`src/sv/gsa_pkg.sv`:
```
`timescale 1ns / 1ps
// Shared types and constants for the generational slot allocator.
// No dependencies; used by generational_slot_allocator_unit.

package gsa_pkg;

    localparam int SLOT_COUNT_DEF = 64;
    localparam int GEN_BITS_DEF   = 16;
    localparam int REQ_W          = 3;
    localparam int STAT_W         = 2;
    localparam int TEAM_W         = 8;

    typedef enum logic [REQ_W-1:0] {
        REQ_ALLOC      = 3'd0,
        REQ_FREE       = 3'd1,
        REQ_CHECK      = 3'd2,
        REQ_AT_INDEX   = 3'd3,
        REQ_TEAM_COUNT = 3'd4
    } req_t;

    typedef enum logic [STAT_W-1:0] {
        STAT_OK    = 2'd0,
        STAT_FULL  = 2'd1,
        STAT_STALE = 2'd2
    } status_t;

    typedef enum logic [2:0] {
        ST_IDLE,
        ST_EXEC,
        ST_ALLOC,
        ST_ALLOC_GEN,
        ST_COUNT,
        ST_DONE
    } state_t;

endpackage

```
`src/sv/generational_slot_allocator_unit.sv`:
```
`timescale 1ns / 1ps
// Generational slot allocator: slot table, LIFO free stack and request sequencer.
// Depends on gsa_pkg for request codes, status codes and state encoding.

// The block takes one request at a time and answers each with exactly one
// result transfer. Free, liveness check, handle-at-index and unknown requests
// pass through the EXEC and DONE states before the next possible input transfer;
// allocate passes through ALLOC and DONE for a never-used slot or when full,
// and through ALLOC, ALLOC_GEN and DONE when it reuses a slot from the free
// stack, because the popped index must then address the generation memory. A
// team count walks every slot used so far through the team memory's single
// registered read port, one slot a cycle. A finished result sits in the output
// register, so the next request is taken while that result still waits. A
// slot's generation is written as zero when the slot is first handed out, so
// no clearing pass is needed after reset.

module generational_slot_allocator_unit #(
    parameter int SLOT_COUNT = gsa_pkg::SLOT_COUNT_DEF,
    parameter int GEN_BITS   = gsa_pkg::GEN_BITS_DEF
) (
    input  logic                                 aclk,
    input  logic                                 aresetn,
    input  logic                                 s_valid,
    output logic                                 s_ready,
    input  logic [gsa_pkg::REQ_W-1:0]            s_req_type,
    input  logic [$clog2(SLOT_COUNT)-1:0]        s_slot_index,
    input  logic [GEN_BITS-1:0]                  s_handle_generation,
    input  logic [gsa_pkg::TEAM_W-1:0]           s_team_id,
    output logic                                 m_valid,
    input  logic                                 m_ready,
    output logic [gsa_pkg::STAT_W-1:0]           m_status,
    output logic [$clog2(SLOT_COUNT)-1:0]        m_out_index,
    output logic [GEN_BITS-1:0]                  m_out_generation,
    output logic                                 m_is_alive,
    output logic [$clog2(SLOT_COUNT+1)-1:0]      m_match_count
);

    localparam int IDX_W  = $clog2(SLOT_COUNT);
    localparam int CNT_W  = $clog2(SLOT_COUNT + 1);
    localparam int TEAM_W = gsa_pkg::TEAM_W;

    // Memories: generation per slot, team per slot, and the free stack.
    logic [GEN_BITS-1:0] gen_mem   [SLOT_COUNT];
    logic [TEAM_W-1:0]   team_mem  [SLOT_COUNT];
    logic [IDX_W-1:0]    stack_mem [SLOT_COUNT];

    logic [GEN_BITS-1:0] gen_rdata_reg;
    logic [TEAM_W-1:0]   team_rdata_reg;
    logic [IDX_W-1:0]    stack_rdata_reg;

    logic                gen_we;
    logic [IDX_W-1:0]    gen_waddr;
    logic [GEN_BITS-1:0] gen_wdata;
    logic [IDX_W-1:0]    gen_raddr;
    logic                team_we;
    logic [IDX_W-1:0]    team_waddr;
    logic [IDX_W-1:0]    team_raddr;
    logic                stack_we;
    logic [IDX_W-1:0]    stack_waddr;
    logic [IDX_W-1:0]    stack_raddr;
    logic [CNT_W-1:0]    depth_m1;

    // Control state.
    gsa_pkg::state_t     state_reg, state_next;
    logic [SLOT_COUNT-1:0] live_reg, live_next;
    logic [CNT_W-1:0]    depth_reg, depth_next;
    logic [CNT_W-1:0]    ever_used_reg, ever_used_next;
    logic [CNT_W-1:0]    scan_ptr_reg, scan_ptr_next;
    logic                acc_vld_reg, acc_vld_next;
    logic                m_valid_reg, m_valid_next;

    // Request and result payload.
    logic [gsa_pkg::REQ_W-1:0] req_reg, req_next;
    logic [IDX_W-1:0]    idx_reg, idx_next;
    logic [GEN_BITS-1:0] gen_in_reg, gen_in_next;
    logic [TEAM_W-1:0]   team_reg, team_next;
    logic                live_rd_reg, live_rd_next;
    logic [CNT_W-1:0]    count_reg, count_next;

    gsa_pkg::status_t    res_status_reg, res_status_next;
    logic [IDX_W-1:0]    res_index_reg, res_index_next;
    logic [GEN_BITS-1:0] res_gen_reg, res_gen_next;
    logic                res_alive_reg, res_alive_next;
    logic [CNT_W-1:0]    res_count_reg, res_count_next;

    gsa_pkg::status_t    m_status_reg, m_status_next;
    logic [IDX_W-1:0]    m_index_reg, m_index_next;
    logic [GEN_BITS-1:0] m_gen_reg, m_gen_next;
    logic                m_alive_reg, m_alive_next;
    logic [CNT_W-1:0]    m_count_reg, m_count_next;

    // Handle evaluation for the request held in idx_reg / gen_in_reg.
    logic                in_use;
    logic [GEN_BITS-1:0] gen_eff;
    logic                handle_ok;
    logic                free_ok;
    logic [GEN_BITS-1:0] gen_incr;
    logic                scan_more;

    // A slot at or beyond the used count was never freed, so its generation is zero.
    assign in_use    = CNT_W'(idx_reg) < ever_used_reg;
    assign gen_eff   = in_use ? gen_rdata_reg : '0;
    assign handle_ok = in_use && live_reg[idx_reg] && (gen_eff == gen_in_reg);
    assign free_ok   = handle_ok && (depth_reg < CNT_W'(SLOT_COUNT));
    assign gen_incr  = gen_eff + 1'b1;
    assign scan_more = scan_ptr_reg < ever_used_reg;

    assign depth_m1    = depth_reg - 1'b1;
    assign stack_raddr = depth_m1[IDX_W-1:0];
    assign team_raddr  = scan_ptr_reg[IDX_W-1:0];
    assign gen_raddr   = (state_reg == gsa_pkg::ST_ALLOC) ? stack_rdata_reg : s_slot_index;

    assign s_ready          = (state_reg == gsa_pkg::ST_IDLE);
    assign m_valid          = m_valid_reg;
    assign m_status         = m_status_reg;
    assign m_out_index      = m_index_reg;
    assign m_out_generation = m_gen_reg;
    assign m_is_alive       = m_alive_reg;
    assign m_match_count    = m_count_reg;

    always_comb begin
        state_next      = state_reg;
        live_next       = live_reg;
        depth_next      = depth_reg;
        ever_used_next  = ever_used_reg;
        scan_ptr_next   = scan_ptr_reg;
        acc_vld_next    = acc_vld_reg;
        m_valid_next    = m_valid_reg;
        req_next        = req_reg;
        idx_next        = idx_reg;
        gen_in_next     = gen_in_reg;
        team_next       = team_reg;
        live_rd_next    = 1'b0;
        count_next      = count_reg;
        res_status_next = res_status_reg;
        res_index_next  = res_index_reg;
        res_gen_next    = res_gen_reg;
        res_alive_next  = res_alive_reg;
        res_count_next  = res_count_reg;
        m_status_next   = m_status_reg;
        m_index_next    = m_index_reg;
        m_gen_next      = m_gen_reg;
        m_alive_next    = m_alive_reg;
        m_count_next    = m_count_reg;
        gen_we          = 1'b0;
        gen_waddr       = idx_reg;
        gen_wdata       = gen_incr;
        team_we         = 1'b0;
        team_waddr      = stack_rdata_reg;
        stack_we        = 1'b0;
        stack_waddr     = depth_reg[IDX_W-1:0];

        if (m_valid_reg && m_ready) begin
            m_valid_next = 1'b0;
        end

        case (state_reg)
            gsa_pkg::ST_IDLE: begin
                if (s_valid) begin
                    req_next      = s_req_type;
                    idx_next      = s_slot_index;
                    gen_in_next   = s_handle_generation;
                    team_next     = s_team_id;
                    scan_ptr_next = '0;
                    acc_vld_next  = 1'b0;
                    count_next    = '0;
                    case (s_req_type)
                        gsa_pkg::REQ_ALLOC:      state_next = gsa_pkg::ST_ALLOC;
                        gsa_pkg::REQ_TEAM_COUNT: state_next = gsa_pkg::ST_COUNT;
                        default:                 state_next = gsa_pkg::ST_EXEC;
                    endcase
                end
            end

            gsa_pkg::ST_ALLOC: begin
                res_count_next = '0;
                if (depth_reg != '0) begin
                    // Reuse the most recently freed slot; its generation is read next.
                    depth_next                 = depth_m1;
                    idx_next                   = stack_rdata_reg;
                    team_we                    = 1'b1;
                    team_waddr                 = stack_rdata_reg;
                    live_next[stack_rdata_reg] = 1'b1;
                    state_next                 = gsa_pkg::ST_ALLOC_GEN;
                end else if (ever_used_reg < CNT_W'(SLOT_COUNT)) begin
                    // A fresh slot starts at generation zero.
                    gen_we                               = 1'b1;
                    gen_waddr                            = ever_used_reg[IDX_W-1:0];
                    gen_wdata                            = '0;
                    team_we                              = 1'b1;
                    team_waddr                           = ever_used_reg[IDX_W-1:0];
                    live_next[ever_used_reg[IDX_W-1:0]]  = 1'b1;
                    ever_used_next                       = ever_used_reg + 1'b1;
                    res_status_next                      = gsa_pkg::STAT_OK;
                    res_index_next                       = ever_used_reg[IDX_W-1:0];
                    res_gen_next                         = '0;
                    res_alive_next                       = 1'b1;
                    state_next                           = gsa_pkg::ST_DONE;
                end else begin
                    res_status_next = gsa_pkg::STAT_FULL;
                    res_index_next  = '0;
                    res_gen_next    = '0;
                    res_alive_next  = 1'b0;
                    state_next      = gsa_pkg::ST_DONE;
                end
            end

            gsa_pkg::ST_ALLOC_GEN: begin
                res_status_next = gsa_pkg::STAT_OK;
                res_index_next  = idx_reg;
                res_gen_next    = gen_rdata_reg;
                res_alive_next  = 1'b1;
                res_count_next  = '0;
                state_next      = gsa_pkg::ST_DONE;
            end

            gsa_pkg::ST_EXEC: begin
                res_count_next = '0;
                res_alive_next = 1'b0;
                res_gen_next   = '0;
                res_index_next = '0;
                case (req_reg)
                    gsa_pkg::REQ_FREE: begin
                        res_index_next = idx_reg;
                        if (free_ok) begin
                            live_next[idx_reg] = 1'b0;
                            gen_we             = 1'b1;
                            stack_we           = 1'b1;
                            depth_next         = depth_reg + 1'b1;
                            res_status_next    = gsa_pkg::STAT_OK;
                            res_gen_next       = gen_incr;
                        end else begin
                            res_status_next = gsa_pkg::STAT_STALE;
                        end
                    end
                    gsa_pkg::REQ_CHECK: begin
                        res_index_next  = idx_reg;
                        res_gen_next    = gen_in_reg;
                        res_alive_next  = handle_ok;
                        res_status_next = handle_ok ? gsa_pkg::STAT_OK : gsa_pkg::STAT_STALE;
                    end
                    gsa_pkg::REQ_AT_INDEX: begin
                        if (in_use && live_reg[idx_reg]) begin
                            res_status_next = gsa_pkg::STAT_OK;
                            res_index_next  = idx_reg;
                            res_gen_next    = gen_eff;
                            res_alive_next  = 1'b1;
                        end else begin
                            res_status_next = gsa_pkg::STAT_STALE;
                        end
                    end
                    default: begin
                        res_status_next = gsa_pkg::STAT_STALE;
                    end
                endcase
                state_next = gsa_pkg::ST_DONE;
            end

            gsa_pkg::ST_COUNT: begin
                // One slot is fetched per cycle; the previous fetch is scored.
                if (acc_vld_reg && live_rd_reg && (team_rdata_reg == team_reg)) begin
                    count_next = count_reg + 1'b1;
                end
                if (scan_more) begin
                    live_rd_next  = live_reg[scan_ptr_reg[IDX_W-1:0]];
                    scan_ptr_next = scan_ptr_reg + 1'b1;
                    acc_vld_next  = 1'b1;
                end else begin
                    acc_vld_next = 1'b0;
                    if (!acc_vld_reg) begin
                        res_status_next = gsa_pkg::STAT_OK;
                        res_index_next  = '0;
                        res_gen_next    = '0;
                        res_alive_next  = 1'b0;
                        res_count_next  = count_reg;
                        state_next      = gsa_pkg::ST_DONE;
                    end
                end
            end

            gsa_pkg::ST_DONE: begin
                if (!m_valid_reg || m_ready) begin
                    m_valid_next  = 1'b1;
                    m_status_next = res_status_reg;
                    m_index_next  = res_index_reg;
                    m_gen_next    = res_gen_reg;
                    m_alive_next  = res_alive_reg;
                    m_count_next  = res_count_reg;
                    state_next    = gsa_pkg::ST_IDLE;
                end
            end

            default: begin
                state_next = gsa_pkg::ST_IDLE;
            end
        endcase
    end

    always_ff @(posedge aclk) begin
        if (!aresetn) begin
            state_reg     <= gsa_pkg::ST_IDLE;
            live_reg      <= '0;
            depth_reg     <= '0;
            ever_used_reg <= '0;
            scan_ptr_reg  <= '0;
            acc_vld_reg   <= 1'b0;
            m_valid_reg   <= 1'b0;
        end else begin
            state_reg     <= state_next;
            live_reg      <= live_next;
            depth_reg     <= depth_next;
            ever_used_reg <= ever_used_next;
            scan_ptr_reg  <= scan_ptr_next;
            acc_vld_reg   <= acc_vld_next;
            m_valid_reg   <= m_valid_next;
        end
    end

    always_ff @(posedge aclk) begin
        req_reg        <= req_next;
        idx_reg        <= idx_next;
        gen_in_reg     <= gen_in_next;
        team_reg       <= team_next;
        live_rd_reg    <= live_rd_next;
        count_reg      <= count_next;
        res_status_reg <= res_status_next;
        res_index_reg  <= res_index_next;
        res_gen_reg    <= res_gen_next;
        res_alive_reg  <= res_alive_next;
        res_count_reg  <= res_count_next;
        m_status_reg   <= m_status_next;
        m_index_reg    <= m_index_next;
        m_gen_reg      <= m_gen_next;
        m_alive_reg    <= m_alive_next;
        m_count_reg    <= m_count_next;
    end

    always_ff @(posedge aclk) begin
        if (gen_we) begin
            gen_mem[gen_waddr] <= gen_wdata;
        end
        gen_rdata_reg <= gen_mem[gen_raddr];
    end

    always_ff @(posedge aclk) begin
        if (team_we) begin
            team_mem[team_waddr] <= team_reg;
        end
        team_rdata_reg <= team_mem[team_raddr];
    end

    always_ff @(posedge aclk) begin
        if (stack_we) begin
            stack_mem[stack_waddr] <= idx_reg;
        end
        stack_rdata_reg <= stack_mem[stack_raddr];
    end

    // Every freed slot was once handed out, so the stack never outgrows the used count.
    assert property (@(posedge aclk) disable iff (!aresetn)
        depth_reg <= ever_used_reg)
        else $error("free stack deeper than the number of slots ever used");

    // Live slots all lie below the used count.
    assert property (@(posedge aclk) disable iff (!aresetn)
        CNT_W'($countones(live_reg)) <= ever_used_reg)
        else $error("more live slots than slots ever used");

    // The team scan never runs past the used region.
    assert property (@(posedge aclk) disable iff (!aresetn)
        (state_reg == gsa_pkg::ST_COUNT) |-> (scan_ptr_reg <= ever_used_reg))
        else $error("team scan pointer beyond used slots");

    // A successful free pushes exactly one entry.
    assert property (@(posedge aclk) disable iff (!aresetn)
        (state_reg == gsa_pkg::ST_EXEC && req_reg == gsa_pkg::REQ_FREE && free_ok)
        |=> (depth_reg == $past(depth_reg) + 1'b1))
        else $error("free did not push onto the free stack");

endmodule
```
`config.mk`:
```
export PLATFORM = sky130hd
export DESIGN_NAME = generational_slot_allocator_unit
export DESIGN_NICKNAME = d
export VERILOG_FILES = /design/src/sv/gsa_pkg.sv /design/src/sv/generational_slot_allocator_unit.sv
export SDC_FILE = /design/constraint.sdc
export NUM_CORES = 2
export LEC_CHECK = 0
export BUFFER_PORTS_ARGS = -buffer_cell sky130_fd_sc_hd__buf_4
export CAP_MARGIN = 15
export CORE_ASPECT_RATIO = 0.5
export CORE_MARGIN = 4
export CORE_UTILIZATION = 40
export CTS_BUF_LIST = sky130_fd_sc_hd__clkbuf_8
export DETAILED_ROUTE_END_ITERATION = 8
export MAX_ROUTING_LAYER = met4
export PLACE_DENSITY_LB_ADDON = 0.08
export SYNTH_ARGS = -nofsm -noshare
export SYNTH_HDL_FRONTEND = slang
export SYNTH_SLANG_ARGS = --single-unit
```
`constraint.sdc`:
```
create_clock -name aclk -period 6.1 [get_ports aclk]
set_input_delay 1.22 -clock aclk [delete_from_list [all_inputs] [get_ports aclk]]
set_output_delay 1.22 -clock aclk [all_outputs]
set_load 0.02 [all_outputs]
```
==> flow_summary.yaml <==
power_and_ir_drop:
  leakagePower_nw: 32.0
  power_frac_clock: 0.368
  p_total_mw: 30.3
  pwr-share-seq: 0.553
  p_comb_frac: 0.079
  vdd_drop_max_v: 0.000124
  switching_share: 0.253
  p_int_mw: 22.6
  switchingPower_mw: 7.66
  power_density_nw_per_um2: 310
min_path:
  holdCritStartpoint: "res_count_reg[1]"
  min_path_type: "flip-flop to flip-flop"
  hold_end: "m_match_count[1]"
  hold_depth: 0
critical_path:
  crit_chain: "clkinv_1 -> ha_1 -> a211oi_2 -> nor2_1 -> a21oi_2 -> and2_1 -> ha_1 -> nand3_1 -> nor3b_1 -> and3_1 -> nand3_1 -> xnor2_1 -> nand2_1 -> nor2_4 -> buf_4"
  slowest_delay_ns: 0.56
  r2r_end: "gen_mem[48][12]"
  reg2reg_depth: 15
  r2r-start: "ever_used_reg[4]"
  worstPathMaxFanout: 23
  worst_ep_required_time_ns: 6.80
  r2r_setup_slack_ns: 0.66
  cp-start-kind: "flip-flop"
  critical_path_class: "flip-flop to flip-flop"
  worst-path-buf-inv: 2
  crit_family: "simple AND/OR/NAND/NOR gates"
  end_kind: "flip-flop"
  slowest_stage: "nor3b_1"
  worstPathArrival_ns: 6.14
synth:
  ys.flop_type: "edfxtp_1"
  syn_area_um2: 86800
  syn_area_per_cell_um2: 15.0
  yosys-top-cells-area: "edfxtp_1 (70%), mux4_2 (8.4%), nand2_1 (5.0%)"
  synth_edf_count: 2024
  synth_top_area_frac: 0.700
  synth_nets: 5849
  synth_cell_type_count: 74
  ys_seq_elements: 2145
  syn_inst: 5795
  ys_seq_area_frac: 0.728
  yosysTopAreaCell: "edfxtp_1"
  yosysWarnings: 0
  async_flop_share: 0
final_layout:
  largest_reg_flops: 1024
  fin_util: 0.454
  reg.largest.list: "gen_mem: 1024 flops, team_mem: 512 flops, stack_mem: 384 flops"
  regMostFlops: "gen_mem"
  nNetsFinal: 6089
  drive_gt1_frac: 0.177
  multi_input_area_um2: 22400
  layout_commonest_cell: "edfxtp_1"
  area_growth_pct: 12.5
  fillers: 19000
  final_cell_mix: "edfxtp_1 (2024), nand2_1 (1166), nand3_1 (564), clkbuf_8 (338), mux4_2 (322)"
  regArea_um2: 63200
floorplan:
  die-width_um: 667
  io_pins: 71
  die_area_um2: 225000
  die_y_um: 337
  core_area_um2: 215000
  start_util: 0.404
  rows: 120
place:
  portBuffers: 70
  dp.final_hpwl_um: 161000
  post-place-ws_ns: 0.760
  place_congestion: 0.905
drt:
  firstDrtPassIters: 6
  routed_wl_um: 265000
  postRouteAntennaNets: 0
  drtIter0Drc: 5976
  via_per_inst: 5.76
  vias: 52700
  route.detailed.wl_per_inst_um: 29.0
  drc: 0
clocking:
  cts_hold_buffers: 0
  cts_buffer_depth: 4
  cts-root-buf: "clkbuf_8"
  cts_resized: 0
  cts_tree: "done"
  cts_sinks: 2145
  h-tree-depth: 5
  clk_pin_slew_ns: 0.07
  post-cts-setup-buffers: 0
  cts_buffers: 319
  clock_latency_ns: 0.95
grt:
  grt_pass1_wl_um: 380000
  grt_pass1_vias: 51300
  grt_max_degree: 141
  gr-total-overflow: 0
  antenna_found_initial: 5
  grt_usage: 0.240
timing:
  worst_pin_slew_ns: 1.19
  setup_ws_ns: 0.656
  rsz0062_at_grt: "false"
  drv_slew: 0
  max_freq_mhz: 184
  tns_ns: 0
  setup_viol: 0
  fin_worst_skew_ns: 0.0530
  hold_violations: 0
  fin_crit_sh: 0.892
  finalCriticalPeriod_ns: 5.44
  max_slew_margin: 0.209
job:
  cap_violations: 0
outcome:
  status: "finished, final reports clean"
-- cell families after synthesis --
group	share of synthesized area
AO/OA/AOI/OAI	0.0480
AND/OR/NAND/NOR	0.112
XOR/XNOR	0.00494
adder cells (fa/ha/maj)	0.00245
multiplexers	0.0858
flip-flops	0.728
buffers and inverters	0.0181
-- how the worst max path moves through the flow --
stage                                start              end  slack (ns)  cells after the start
after floorplan                 idx_reg[4]   gen_mem[0][10]        0.16                     13
after global placement    ever_used_reg[4]  gen_mem[38][12]        0.94                     15
after detailed placement  ever_used_reg[4]   gen_mem[39][8]        0.76                     12
after CTS                 ever_used_reg[4]   gen_mem[39][8]        0.69                     12
after global routing      ever_used_reg[4]  gen_mem[48][12]        0.31                     15
final                     ever_used_reg[4]  gen_mem[48][12]        0.66                     15
-- power groups by stage --
stage | Sequential, mW | Combinational (mW) | Clock (mW)
global route | 16.7 | 2.52 | 12.2
global placement | 17.1 | 2.37 | 0
CTS | 16.7 | 2.40 | 11.5
floorplan | 17.1 | 1.08 | 0
detailed placement | 17.1 | 2.39 | 0
finish | 16.7 | 2.38 | 11.1
-- Yosys cell counts, drive strengths merged (4+ instances only) --
cell type / instances
o21ai: 51
a32o: 11
nor2b: 12
mux4: 322
o311ai: 21
nand2b: 17
nand2: 1166
o211ai: 12
ha: 17
or3b: 4
nor2: 299
xor2: 18
inv: 28
nand3b: 8
a22o: 11
a21o: 12
mux2i: 13
and2: 11
buf: 66
a211o: 4
a211oi: 5
nor3: 26
o32ai: 6
a22oi: 63
or2: 8
a221oi: 9
a31oi: 99
nor4bb: 6
dfxtp: 121
edfxtp: 2024
mux2: 6
or3: 13
nand4: 21
a21oi: 58
clkbuf: 316
a311oi: 128
and3: 84
nand3: 564
xnor2: 31
o22ai: 65
-- worst register-to-register path: stages, from the launching register on --
cell      delay, ns
dfxtp_1        0.54
clkinv_1       0.36
ha_1           0.42
a211oi_2       0.46
nor2_1         0.15
a21oi_2        0.41
and2_1         0.30
ha_1           0.28
nand3_1        0.22
nor3b_1        0.56
and3_1         0.35
nand3_1        0.12
xnor2_1        0.20
nand2_1        0.15
nor2_4         0.31
buf_4          0.37
-- layout make-up --
type                    instances  area share
flip-flops and latches       2145       0.647
multi-input cells            3237       0.229
clock buffers                 338      0.0476
well taps                    2867      0.0367
repair buffers                301      0.0259
clock inverters               213      0.0115
inverters                      31     0.00135
diodes                          2   0.0000513
-- layer usage --
metal  global-route usage  up-vias  routed length [µm]
met5                    -        -                   0
met4               0.0549        0                6220
met3               0.0412      447               18800
met2                0.364     2117              122000
met1                0.340    27300              118000
li1                     -    22800                   -
-- stage by stage --
step	hold WS, ns	cells	cell area (µm²)
after floorplan	0.400	5795	86800
final	0.417	9134	97600
after detailed placement	0.405	8578	91800
after CTS	0.339	9129	97600
after global routing	0.380	9134	97600
after global placement	0.405	8578	91800
(Power assumes the default switching activity.)
